`src/sv/keyed_fifo_remove_by_key_unit_defines.svh`:
```
// Assertion macros used by the keyed FIFO sequencer (kfrk_ctrl).
// Users must have signals named clock and reset in scope.
`ifndef KEYED_FIFO_REMOVE_BY_KEY_UNIT_DEFINES_SVH
`define KEYED_FIFO_REMOVE_BY_KEY_UNIT_DEFINES_SVH

// Plain clocked check, off while reset is high.
`define KFRK_ASSERT(lbl, prop, msg) \
   lbl: assert property (@(posedge clock) disable iff (reset) prop) else $error(msg);

// Check that also skips the first edge after reset, for $past-based terms.
`define KFRK_ASSERT_SETTLED(lbl, ante, cons, msg) \
   lbl: assert property (@(posedge clock) disable iff (reset) \
      (!$past(reset) && (ante)) |-> (cons)) else $error(msg);

`endif

```
`src/sv/kfrk_pkg.sv`:
```
// Package for the keyed FIFO remove-by-key unit: sizes, status codes,
// sequencer states and the result record. No dependencies.
`timescale 1ns / 1ps
`default_nettype none

package kfrk_pkg;

   localparam int unsigned DEPTH  = 16;
   localparam int unsigned IDX_W  = (DEPTH > 1) ? $clog2(DEPTH) : 1;
   localparam int unsigned CNT_W  = $clog2(DEPTH + 1);
   localparam int unsigned KEY_W  = 32;
   localparam int unsigned CAP_W  = 5;
   localparam int unsigned STAT_W = 3;
   localparam int unsigned POS_W  = 4;
   localparam int unsigned OCC_W  = 5;
   localparam int unsigned CMP_W  = (CNT_W > CAP_W) ? CNT_W : CAP_W;

   localparam logic [CAP_W-1:0] CAP_RESET = CAP_W'(16);

   localparam logic REQ_ENTER = 1'b0;
   localparam logic REQ_EXIT  = 1'b1;

   localparam logic [STAT_W-1:0] STAT_APPENDED  = 3'd0;
   localparam logic [STAT_W-1:0] STAT_FULL      = 3'd1;
   localparam logic [STAT_W-1:0] STAT_DUPLICATE = 3'd2;
   localparam logic [STAT_W-1:0] STAT_REMOVED   = 3'd3;
   localparam logic [STAT_W-1:0] STAT_NOTFOUND  = 3'd4;

   typedef enum logic [1:0] {
      ST_IDLE,
      ST_SEARCH,
      ST_SHIFT,
      ST_FINISH
   } kfrk_state_type;

   typedef struct packed {
      logic [STAT_W-1:0] status;
      logic [POS_W-1:0]  cars_ahead;
      logic [POS_W-1:0]  cars_behind;
      logic [OCC_W-1:0]  occupancy;
   } kfrk_result_type;

endpackage

`default_nettype wire

```
`src/sv/kfrk_ram.sv`:
```
// Generic single-clock RAM: one write port, one read port, registered read.
// No dependencies.
`timescale 1ns / 1ps
`default_nettype none

module kfrk_ram #(
   parameter int unsigned WIDTH = 32,
   parameter int unsigned DEPTH = 16,
   localparam int unsigned AW = (DEPTH > 1) ? $clog2(DEPTH) : 1
) (
   input  wire logic             clock,
   input  wire logic             wr_en,
   input  wire logic [AW-1:0]    wr_addr,
   input  wire logic [WIDTH-1:0] wr_data,
   input  wire logic             rd_en,
   input  wire logic [AW-1:0]    rd_addr,
   output logic      [WIDTH-1:0] rd_data
);

   logic [WIDTH-1:0] mem_ff [DEPTH];
   logic [WIDTH-1:0] rd_data_ff;

   always_ff @(posedge clock) begin
      if (wr_en) begin
         mem_ff[wr_addr] <= wr_data;
      end
      if (rd_en) begin
         rd_data_ff <= mem_ff[rd_addr];
      end
   end

   assign rd_data = rd_data_ff;

endmodule

`default_nettype wire

```
`src/sv/kfrk_ctrl.sv`:
```
// Sequencer for the keyed FIFO: walks the key RAM to search, compacts on
// removal, appends, and holds the result register. Uses kfrk_pkg.
`timescale 1ns / 1ps
`default_nettype none
`include "keyed_fifo_remove_by_key_unit_defines.svh"

module kfrk_ctrl (
   input  wire logic                       clock,
   input  wire logic                       reset,
   input  wire logic                       req_valid,
   output logic                            req_ready,
   input  wire logic                       req_type,
   input  wire logic [kfrk_pkg::KEY_W-1:0] req_plate,
   input  wire logic [kfrk_pkg::CAP_W-1:0] cap,
   output logic                            rsp_valid,
   input  wire logic                       rsp_ready,
   output kfrk_pkg::kfrk_result_type       rsp,
   output logic                            ram_wr_en,
   output logic [kfrk_pkg::IDX_W-1:0]      ram_wr_addr,
   output logic [kfrk_pkg::KEY_W-1:0]      ram_wr_data,
   output logic                            ram_rd_en,
   output logic [kfrk_pkg::IDX_W-1:0]      ram_rd_addr,
   input  wire logic [kfrk_pkg::KEY_W-1:0] ram_rd_data
);
   import kfrk_pkg::*;

   kfrk_state_type  state_ff, state_in;
   logic            op_ff, op_in;
   logic [KEY_W-1:0] key_ff, key_in;
   logic [CNT_W-1:0] cnt_ff, cnt_in;
   logic [CNT_W-1:0] issue_ff, issue_in;
   logic            rvalid_ff, rvalid_in;
   logic [IDX_W-1:0] chk_ff, chk_in;
   kfrk_result_type res_ff, res_in;
   logic            out_valid_ff, out_valid_in;
   kfrk_result_type out_ff, out_in;

   logic accept;
   logic match;
   logic more;
   logic out_free;
   logic at_cap;

   assign req_ready = (state_ff == ST_IDLE);
   assign accept    = req_valid & req_ready;
   assign match     = rvalid_ff && (ram_rd_data == key_ff);
   assign more      = (issue_ff < cnt_ff);
   assign out_free  = !out_valid_ff || rsp_ready;
   // capacity above the built depth saturates at the depth
   assign at_cap    = (CMP_W'(cnt_ff) >= CMP_W'(cap)) || (cnt_ff == CNT_W'(DEPTH));

   // next state
   always_comb begin
      state_in = state_ff;
      unique case (state_ff)
         ST_IDLE: begin
            if (accept) state_in = ST_SEARCH;
         end
         ST_SEARCH: begin
            if (match) begin
               state_in = (op_ff == REQ_EXIT) ? ST_SHIFT : ST_FINISH;
            end else if (!rvalid_ff && !more) begin
               state_in = ST_FINISH;
            end
         end
         ST_SHIFT: begin
            if (!rvalid_ff) state_in = ST_FINISH;
         end
         ST_FINISH: begin
            if (out_free) state_in = ST_IDLE;
         end
         default: state_in = ST_IDLE;
      endcase
   end

   // datapath and RAM control
   always_comb begin
      op_in        = op_ff;
      key_in       = key_ff;
      cnt_in       = cnt_ff;
      issue_in     = issue_ff;
      rvalid_in    = 1'b0;
      chk_in       = chk_ff;
      res_in       = res_ff;
      out_valid_in = out_valid_ff & ~rsp_ready;
      out_in       = out_ff;
      ram_wr_en    = 1'b0;
      ram_wr_addr  = chk_ff - IDX_W'(1);
      ram_wr_data  = ram_rd_data;
      ram_rd_en    = 1'b0;
      ram_rd_addr  = issue_ff[IDX_W-1:0];

      unique case (state_ff)
         ST_IDLE: begin
            if (accept) begin
               op_in    = req_type;
               key_in   = req_plate;
               issue_in = '0;
            end
         end
         ST_SEARCH: begin
            ram_rd_en = more;
            rvalid_in = more;
            if (more) begin
               issue_in = issue_ff + CNT_W'(1);
               chk_in   = issue_ff[IDX_W-1:0];
            end
            if (match) begin
               if (op_ff == REQ_EXIT) begin
                  res_in.status      = STAT_REMOVED;
                  res_in.cars_ahead  = POS_W'(chk_ff);
                  res_in.cars_behind = POS_W'(cnt_ff - CNT_W'(1) - CNT_W'(chk_ff));
                  res_in.occupancy   = OCC_W'(cnt_ff - CNT_W'(1));
               end else begin
                  res_in.status      = STAT_DUPLICATE;
                  res_in.cars_ahead  = '0;
                  res_in.cars_behind = '0;
                  res_in.occupancy   = OCC_W'(cnt_ff);
               end
            end else if (!rvalid_ff && !more) begin
               res_in.cars_ahead  = '0;
               res_in.cars_behind = '0;
               res_in.occupancy   = OCC_W'(cnt_ff);
               if (op_ff == REQ_EXIT) begin
                  res_in.status = STAT_NOTFOUND;
               end else if (at_cap) begin
                  res_in.status = STAT_FULL;
               end else begin
                  ram_wr_en        = 1'b1;
                  ram_wr_addr      = cnt_ff[IDX_W-1:0];
                  ram_wr_data      = key_ff;
                  cnt_in           = cnt_ff + CNT_W'(1);
                  res_in.status    = STAT_APPENDED;
                  res_in.occupancy = OCC_W'(cnt_ff + CNT_W'(1));
               end
            end
         end
         ST_SHIFT: begin
            // reads run two slots ahead of writes: no same-entry overlap
            ram_rd_en = more;
            rvalid_in = more;
            if (more) begin
               issue_in = issue_ff + CNT_W'(1);
               chk_in   = issue_ff[IDX_W-1:0];
            end
            if (rvalid_ff) begin
               ram_wr_en = 1'b1;
            end else begin
               cnt_in = cnt_ff - CNT_W'(1);
            end
         end
         ST_FINISH: begin
            if (out_free) begin
               out_valid_in = 1'b1;
               out_in       = res_ff;
            end
         end
         default: ;
      endcase
   end

   always_ff @(posedge clock) begin
      if (reset) begin
         state_ff     <= ST_IDLE;
         cnt_ff       <= '0;
         rvalid_ff    <= 1'b0;
         out_valid_ff <= 1'b0;
      end else begin
         state_ff     <= state_in;
         cnt_ff       <= cnt_in;
         rvalid_ff    <= rvalid_in;
         out_valid_ff <= out_valid_in;
      end
   end

   always_ff @(posedge clock) begin
      op_ff    <= op_in;
      key_ff   <= key_in;
      issue_ff <= issue_in;
      chk_ff   <= chk_in;
      res_ff   <= res_in;
      out_ff   <= out_in;
   end

   assign rsp_valid = out_valid_ff;
   assign rsp       = out_ff;

   `KFRK_ASSERT(a_shift_wr_below_tail, (state_ff == ST_SHIFT && ram_wr_en) |-> (CNT_W'(ram_wr_addr) < (cnt_ff - CNT_W'(1))), "compaction write past tail")
   `KFRK_ASSERT_SETTLED(a_cnt_moves_at_end, (cnt_ff != $past(cnt_ff)), (state_ff == ST_FINISH), "entry count changed mid-walk")
   `KFRK_ASSERT(a_append_within_cap, (state_ff == ST_FINISH && res_ff.status == STAT_APPENDED) |-> (CMP_W'(res_ff.occupancy) <= CMP_W'(cap)), "append beyond capacity")
   `KFRK_ASSERT(a_remove_counts, (state_ff == ST_FINISH && res_ff.status == STAT_REMOVED) |-> ((OCC_W'(res_ff.cars_ahead) + OCC_W'(res_ff.cars_behind)) == res_ff.occupancy), "ahead/behind do not add up")

endmodule

`default_nettype wire

```
`src/sv/keyed_fifo_remove_by_key_unit.sv`:
```
// Top level of the keyed FIFO with remove-by-key: capacity register, key RAM,
// sequencer. Uses kfrk_pkg, kfrk_ram, kfrk_ctrl.
//
//   channel | handshake             | payload
//   --------+-----------------------+---------------------------------------
//   req     | req_valid / req_ready | req_type, req_plate
//   rsp     | rsp_valid / rsp_ready | rsp_status, rsp_cars_ahead,
//           |                       | rsp_cars_behind, rsp_occupancy
//   csr     | csr_wr_en (no wait)   | csr_wr_data (capacity)
//
// One transaction at a time. The time from accept to result register grows
// with N, the stored count, and is set by the single read port of the key
// RAM walked one slot per cycle; a duplicate enter stops at its match.
// Reset is synchronous and active high; it empties the queue and sets
// capacity to 16. RAM contents are not cleared (slots past the count are
// never read). A stalled rsp holds the result; the next request can be taken
// while it waits, and finishes once the result register frees up.
`timescale 1ns / 1ps
`default_nettype none

module keyed_fifo_remove_by_key_unit (
   input  wire logic                        clock,
   input  wire logic                        reset,
   input  wire logic                        req_valid,
   output logic                             req_ready,
   input  wire logic                        req_type,
   input  wire logic [kfrk_pkg::KEY_W-1:0]  req_plate,
   output logic                             rsp_valid,
   input  wire logic                        rsp_ready,
   output logic [kfrk_pkg::STAT_W-1:0]      rsp_status,
   output logic [kfrk_pkg::POS_W-1:0]       rsp_cars_ahead,
   output logic [kfrk_pkg::POS_W-1:0]       rsp_cars_behind,
   output logic [kfrk_pkg::OCC_W-1:0]       rsp_occupancy,
   input  wire logic                        csr_wr_en,
   input  wire logic [kfrk_pkg::CAP_W-1:0]  csr_wr_data
);
   import kfrk_pkg::*;

   // capacity register; the user must write it only while idle, the block itself does not enforce this
   logic [CAP_W-1:0] cap_ff;

   kfrk_result_type  rsp;

   // key RAM ports
   logic             ram_wr_en;
   logic [IDX_W-1:0] ram_wr_addr;
   logic [KEY_W-1:0] ram_wr_data;
   logic             ram_rd_en;
   logic [IDX_W-1:0] ram_rd_addr;
   logic [KEY_W-1:0] ram_rd_data;

   always_ff @(posedge clock) begin
      if (reset) begin
         cap_ff <= CAP_RESET;
      end else if (csr_wr_en) begin
         cap_ff <= csr_wr_data;
      end
   end

   // slot 0 holds the oldest key; the queue is kept packed from slot 0
   kfrk_ram #(
      .WIDTH (KEY_W),
      .DEPTH (DEPTH)
   ) u_key_ram (
      .clock   (clock),
      .wr_en   (ram_wr_en),
      .wr_addr (ram_wr_addr),
      .wr_data (ram_wr_data),
      .rd_en   (ram_rd_en),
      .rd_addr (ram_rd_addr),
      .rd_data (ram_rd_data)
   );

   // search walk, compaction on removal, append, result register
   kfrk_ctrl u_ctrl (
      .clock       (clock),
      .reset       (reset),
      .req_valid   (req_valid),
      .req_ready   (req_ready),
      .req_type    (req_type),
      .req_plate   (req_plate),
      .cap         (cap_ff),
      .rsp_valid   (rsp_valid),
      .rsp_ready   (rsp_ready),
      .rsp         (rsp),
      .ram_wr_en   (ram_wr_en),
      .ram_wr_addr (ram_wr_addr),
      .ram_wr_data (ram_wr_data),
      .ram_rd_en   (ram_rd_en),
      .ram_rd_addr (ram_rd_addr),
      .ram_rd_data (ram_rd_data)
   );

   assign rsp_status      = rsp.status;
   assign rsp_cars_ahead  = rsp.cars_ahead;
   assign rsp_cars_behind = rsp.cars_behind;
   assign rsp_occupancy   = rsp.occupancy;

endmodule

`default_nettype wire

```
`config.mk`:
```
export PLATFORM = sky130hd
export DESIGN_NAME = keyed_fifo_remove_by_key_unit
export DESIGN_NICKNAME = d
export VERILOG_FILES = /design/src/sv/kfrk_pkg.sv /design/src/sv/kfrk_ram.sv /design/src/sv/kfrk_ctrl.sv /design/src/sv/keyed_fifo_remove_by_key_unit.sv
export VERILOG_INCLUDE_DIRS = /design/src /design/src/sv
export SDC_FILE = /design/constraint.sdc
export NUM_CORES = 1
export LEC_CHECK = 0
export BUFFER_PORTS_ARGS = -buffer_cell sky130_fd_sc_hd__buf_2
export CAP_MARGIN = 20
export CORE_MARGIN = 10
export CORE_UTILIZATION = 50
export CTS_CLUSTER_DIAMETER = 120
export CTS_CLUSTER_SIZE = 40
export DETAILED_ROUTE_END_ITERATION = 10
export GPL_ROUTABILITY_DRIVEN = 0
export PLACE_DENSITY = 0.69
export SLEW_MARGIN = 25
export SYNTH_ARGS = -nofsm -noshare
export SYNTH_HDL_FRONTEND = slang
export SYNTH_SLANG_ARGS = --single-unit
```
`constraint.sdc`:
```
create_clock -name clock -period 4.01 [get_ports clock]
set_input_delay 0.6015 -clock clock [delete_from_list [all_inputs] [get_ports clock]]
set_output_delay 0.6015 -clock clock [all_outputs]
set_load 0.01 [all_outputs]
```
# Word-level counts from Yosys, hierarchy flattened
# Memories as Yosys holds them, arrays and structs flattened. A register that Yosys moved wholly into a read port is not among the register bits.
# Index checks and enable logic that the tools add are counted.
dict set report totals {
  mem_count 1
  regBits 88
  mem_bits_rw 512
}
# memory words width read_ports rd_clocked_by_memory_dff write_ports line
set memory_table {}
lappend memory_table {u_key_ram.mem_ff 16 32 1 1 1 kfrk_ram.sv:20} ;# logic [WIDTH-1:0] mem_ff [DEPTH];
dict set report classes {
  reduce_logical 19
  add_sub_neg 5
  bitwise_logic 3
  n_mux 42
  n_lt_le_gt_ge 2
  eq_ne 12
}
# op count
set op_table {}
lappend op_table {{two-way mux 32 bit} 5}
lappend op_table {{two-way mux 5 bit} 7}
lappend op_table {{== test 32 bit} 1}
lappend op_table {{two-way mux 16 bit} 2}
lappend op_table {{two-way mux 4 bit} 5}
lappend op_table {{one-hot mux 5 bit (2 select lines)} 2}
lappend op_table {{two-way mux 14 bit} 1}
lappend op_table {{two-way mux 1 bit} 12}
lappend op_table {{adder 5 x 1 -> 5 bit (second input constant)} 2}
lappend op_table {{two-way mux 2 bit} 5}
lappend op_table {{one-hot mux 2 bit (4 select lines)} 1}
lappend op_table {{AND reduction 2 bit} 4}
lappend op_table {{AND reduction 4 bit} 2}
lappend op_table {{inequality test 2 x 1 -> 1 bit (second input constant)} 3}
lappend op_table {{inequality test 2 bit (second input constant)} 3}
lappend op_table {{nonzero test 2 bit} 3}
lappend op_table {{== test 5 bit (second input constant)} 1}
lappend op_table {{>= comparator 5 bit} 1}
lappend op_table {{less-than comparator 5 bit} 1}
lappend op_table {{subtractor 5 x 1 -> 5 bit (second input constant)} 1}
lappend op_table {{== test 2 bit (second input constant)} 2}
lappend op_table {{subtractor 4 x 1 -> 4 bit (second input constant)} 1}
lappend op_table {{subtractor 4 bit} 1}
lappend op_table {{zero test 1 bit} 3}
lappend op_table {{11 further kinds} 14}

# Depth between registers and ports, before layout
dict set report depth {
  word_depth 9
  ltp_mapped 10
  mapped_depth_nobuf 8
}

# Cells and area by module
# Synthesis repeated with hierarchy kept, for this count alone.
dict set report hier_totals {
  hier_cells 1206
  hier_area_um2 24761.2
}
# mod n_inst seq_area_each_um2 area_per_inst_um2 cells_each
set modules_own_cells {}
lappend modules_own_cells {kfrk_ram 1 16335.7 20155.6 838}
lappend modules_own_cells {kfrk_ctrl 1 2402.3 4421.7 352}
lappend modules_own_cells {keyed_fifo_remove_by_key_unit 1 100.1 183.9 16}

# Worst setup path before layout
# OpenSTA, ideal clock, no wires.
dict set report synth_timing {
  kind {register -> register}
  start {reg u_ctrl.cnt_ff[1]}
  end {mem u_key_ram.mem_ff[0][0], enable pin}
  n_path_buf 2
  stages_incl_launch_ff 10
  setup_slack_ns -0.060
  arrival_time_ns 3.634
  period_less_slack_ns 4.070
  required_time_ns 3.574
  setup_ns 0.436
  path_cell_list {dfxtp_1 -> clkbuf_1 -> inv_1 -> ha_1 -> a21o_1 -> a21oi_1 -> o21ai_1 -> clkbuf_1 -> nand4_1 -> a22oi_1}
}
dict set report synth_between {
  elab_chain_cells 9
  word_cells_on_any_way 18
  cone_classes {2 x order compare; 1 x eq/ne; 12 x mux; 3 x reduce/logical}
}
# element line
set synth_lines {}
lappend synth_lines {{from (decl)} kfrk_ctrl.sv:30} ;# logic [CNT_W-1:0] cnt_ff, cnt_in;
lappend synth_lines {{from (signal assigned)} kfrk_ctrl.sv:170} ;# cnt_ff <= cnt_in;
lappend synth_lines {{>= comparator 5 bit or == test 5 bit (tied branches)} kfrk_ctrl.sv:50} ;# assign at_cap = (CMP_W'(cnt_ff) >= CMP_W'(cap)) || (cnt_ff == CNT_W'(DEPTH));
lappend synth_lines {{logical OR 1 bit} kfrk_ctrl.sv:50}
lappend synth_lines {{two-way mux 1 bit} kfrk_ctrl.sv:126} ;# end else if (at_cap) begin
lappend synth_lines {{two-way mux 1 bit} kfrk_ctrl.sv:124} ;# if (op_ff == REQ_EXIT) begin
lappend synth_lines {{two-way mux 1 bit} kfrk_ctrl.sv:120} ;# end else if (!rvalid_ff && !more) begin
lappend synth_lines {{two-way mux 1 bit} kfrk_ctrl.sv:108} ;# if (match) begin
lappend synth_lines {{one-hot mux 1 bit (2 select lines)} kfrk_ctrl.sv:93} ;# unique case (state_ff)
lappend synth_lines {{two-way mux 1 bit} kfrk_ram.sv:24} ;# if (wr_en) begin
lappend synth_lines {{two-way mux 1 bit (implied by the code)} kfrk_ram.sv:25} ;# mem_ff[wr_addr] <= wr_data;
lappend synth_lines {{to (decl)} kfrk_ram.sv:20}
# Several ways; a longest one is shown, not always the timed one.

# Worst setup path after layout
dict set report layout_timing {
  start {reg u_ctrl.cnt_ff[2]}
  end {mem u_key_ram.mem_ff[13][4], enable pin}
}
# Same word-level chain as after synthesis.

==> impl_metrics.py <==
metrics = {
    "place": {
        "dp_hpwl_um": 29200,
        "dp.cells": 1868,
        "port_buffers": 60,
        "post_dp_cell_area_um2": 26500,
    },
    "routing": {
        "routed_wl_um": 51300,
        "drtPass1Iterations": 5,
        "viasPerCell": 6.06,
        "vias": 11500,
        "wl_per_cell_um": 27.0,
        "ant_nets": 0,
        "drt_iter0_markers": 1195,
        "drc_errors": 0,
    },
    "finish": {
        "final_area_um2": 27100,
        "antennaDiodeCount": 0,
        "layout.nets": 1292,
        "syn2layout_area_growth_pct": 8.26,
        "multi_input_comb_area_um2": 5950,
        "regArea_um2": 18800,
        "drive_above_1_share_pct": 25.8,
        "final_cells": 1900,
        "num-fill-cells": 3705,
    },
    "hold_path": {
        "hp-class": "input port to flop",
    },
    "timing": {
        "slew_headroom_pct": 35.8,
        "max_slew.worst_pin.slew_ns": 0.957,
        "timing.final.crit_share_pct": 85.6,
        "finClkSkew_ns": 0.0365,
        "rsz0062_at_grt": "no",
        "hold_viol_final": 0,
        "post-route-min-period_ns": 3.43,
        "finalMaxSlewViolations": 0,
        "max_freq_ghz": 0.291,
        "setup_viol": 0,
        "holdWs_ns": 0.182,
    },
    "clock_network": {
        "ctsLongestPathBuffers": 3,
        "cts_tree": "done",
        "clock_latency_ns": 0.59,
        "cts_max_level": 1,
        "ctsHoldBuffers": 0,
        "postCtsResizedCells": 0,
        "numCtsBuffers": 20,
        "cts_root_buf": "clkbuf_16",
        "clock-sinks": 632,
        "clk_pin_slew_ns": 0.14,
        "cts_setup_buffers": 0,
    },
    "yosys": {
        "synth_edf_count": 618,
        "ys_seq_area_share_pct": 75.2,
        "yosysUniqueCellTypes": 58,
        "ys_seq_elements": 632,
        "synthFlopType": "edfxtp_1",
        "netlist_area_um2": 25000,
        "syn_nets": 1227,
        "ys_top_cells_by_count": "edfxtp_1 (618), mux4_2 (160), nor2_1 (36)",
        "syn_inst": 1162,
        "async_flop_share_pct": 0,
        "postSynthAreaPerCell_um2": 21.6,
        "synth.largest_area_cell": "edfxtp_1",
        "synth.most_common_cell": "edfxtp_1",
        "yosysWarnings": 0,
        "synth_top_area_share_pct": 74.1,
        "ys_top_cells_by_area": "edfxtp_1 (74%), mux4_2 (14%), xor2_1 (1.2%)",
    },
    "global_routing": {
        "grt_pass1_vias": 11700,
        "grtUsageTotal_pct": 17.1,
        "grt_overflow": 0,
        "grt_pass1_wl_um": 76900,
        "grt_max_degree": 132,
        "antenna_found_initial": 1,
    },
    "pwr": {
        "swShare_pct": 30.7,
        "vdd.ir_drop.worst_mv": 0.590,
        "p_sw_mw": 5.32,
        "p_comb_share_pct": 31.6,
        "p_seq_share_pct": 51.9,
        "p_per_area_nw_per_um2": 639,
        "p_leak_nw": 8.39,
        "power.internal_mw": 12.0,
        "p_total_mw": 17.3,
        "clkPwrFrac_pct": 16.5,
    },
    "floorplanning": {
        "rows": 81,
        "dieArea_um2": 59400,
        "io_pins": 61,
        "die_h_um": 244,
        "start_util_pct": 50.8,
        "dieWidth_um": 244,
        "core_area_um2": 49300,
    },
    "setup_path": {
        "worstSetupStartpointType": "flop",
        "crit_fanout": 17,
        "crit_path_end_kind": "flop",
        "cp.arrival_ns": 3.69,
        "cp.required_ns": 4.27,
        "worstSetupPathType": "flop to flop",
    },
    "job": {
        "cap_violations": 0,
    },
    "run_status": {
        "status": "complete, no violations",
    },
}
## power groups by stage
stage / clock, mW / sequential, mW / combinational (mW)
2_1_floorplan: 0 / 9.04 / 3.93
3_3_place_gp: 0 / 9.12 / 5.40
3_5_place_dp: 0 / 9.14 / 5.53
4_1_cts: 2.93 / 8.99 / 5.53
5_1_grt: 3.15 / 9.03 / 5.94
6_report: 2.85 / 8.99 / 5.48
## layout by cell type, fill, tap and decap left out, types with 3 or more instances in the layout
cell type and instances:
xor2_1 33, mux2i_1 8, buf_12 16, buf_4 20
dfxtp_1 14, nor2_1 35, ha_1 21, nand4_1 12
nand3_1 9, nor2b_1 7, buf_2 60, mux2_2 12
mux2_1 21, nor4_1 10, a22oi_2 16, xnor2_1 13
and3_1 4, a21o_1 3, inv_1 24, o211ai_1 3
nor3_1 7, o21ai_0 8, or4_1 4, a21oi_1 7
clkbuf_1 6, mux4_2 160, nand2_1 16, clkbuf_16 21
a211oi_1 4, edfxtp_1 618
## final timing paths
path / start / to / slack [ns] / depth (start not counted)
setup / recovery: u_ctrl.cnt_ff[2] / u_key_ram.mem_ff[13][4] / 0.58 / 7
hold / removal: req_plate[9] / u_ctrl.key_ff[9] / 0.18 / 1
setup reg to reg: u_ctrl.cnt_ff[2] / u_key_ram.mem_ff[13][4] / 0.58 / 7
hold reg to reg: u_ctrl.res_ff[14] / u_ctrl.rsp[14] / 0.43 / 0
## cells by family (layout without fill, tap and decap cells)
group                      Yosys count  after routing  share of synthesized area (%)
muxes                              201            201                           16.2
AOI/OAI and AO/OA                   60             60                           1.71
xor gates and xnor gates            46             46                           1.61
and+or+nand+nor                    123            123                           2.76
buffers and inverters               78            152                           1.39
DFF                                632            632                           75.2
adders and majority gates           22             22                           1.13
## critical path: stages, from the launching register on
cell and delay (ns):
dfxtp_1 0.54, inv_1 0.17, ha_1 0.31, a21oi_1 0.10
o21ai_1 0.77, nand4_1 0.48, a22oi_2 0.34, buf_4 0.39
## stage by stage
stage          util [%]  setup WS (ns)  TNS, ns
2_1_floorplan         -        -0.0599   -17.82
4_1_cts            55.0          0.644        0
3_5_place_dp       53.8          0.679        0
6_report           55.1          0.577        0
3_3_place_gp       53.8          0.794        0
5_1_grt            55.1          0.463        0
## per-layer routing
| metal | vias up | share of wire [%] | track usage, % |
|---|---|---|---|
| li1 | 4927 | - | - |
| met1 | 6198 | 44 | 24.3 |
| met2 | 352 | 49 | 27.9 |
| met3 | 41 | 5.9 | 2.54 |
| met4 | 0 | 1.6 | 3.54 |
| met5 | - | 0 | 0 |
## state kept, by name, indices dropped and copies added (netlist names)
| signal | cells |
|---|---|
| u_ctrl.res_ff | 16 |
| u_ctrl.cnt_ff | 5 |
| u_ctrl.chk_ff | 4 |
| u_ctrl.state_ff | 2 |
| u_key_ram.mem_ff | 512 |
| u_ctrl.rvalid_ff | 1 |
| u_ctrl.rsp_valid | 1 |
| u_key_ram.rd_data | 32 |
| u_ctrl.rsp | 16 |
| u_ctrl.key_ff | 32 |
| cap_ff | 5 |
| u_ctrl.op_ff | 1 |
| u_ctrl.issue_ff | 5 |
## cell type report
cell class	instances	area share, %
sequential	632	69.5
multi-input combinational	452	21.9
clock inverter	4	0.226
tap	664	3.06
timing repair buffer	97	2.94
inverter	24	0.332
clock buffer	27	2.02
No activity file was read; power rests on OpenSTA's default activity.
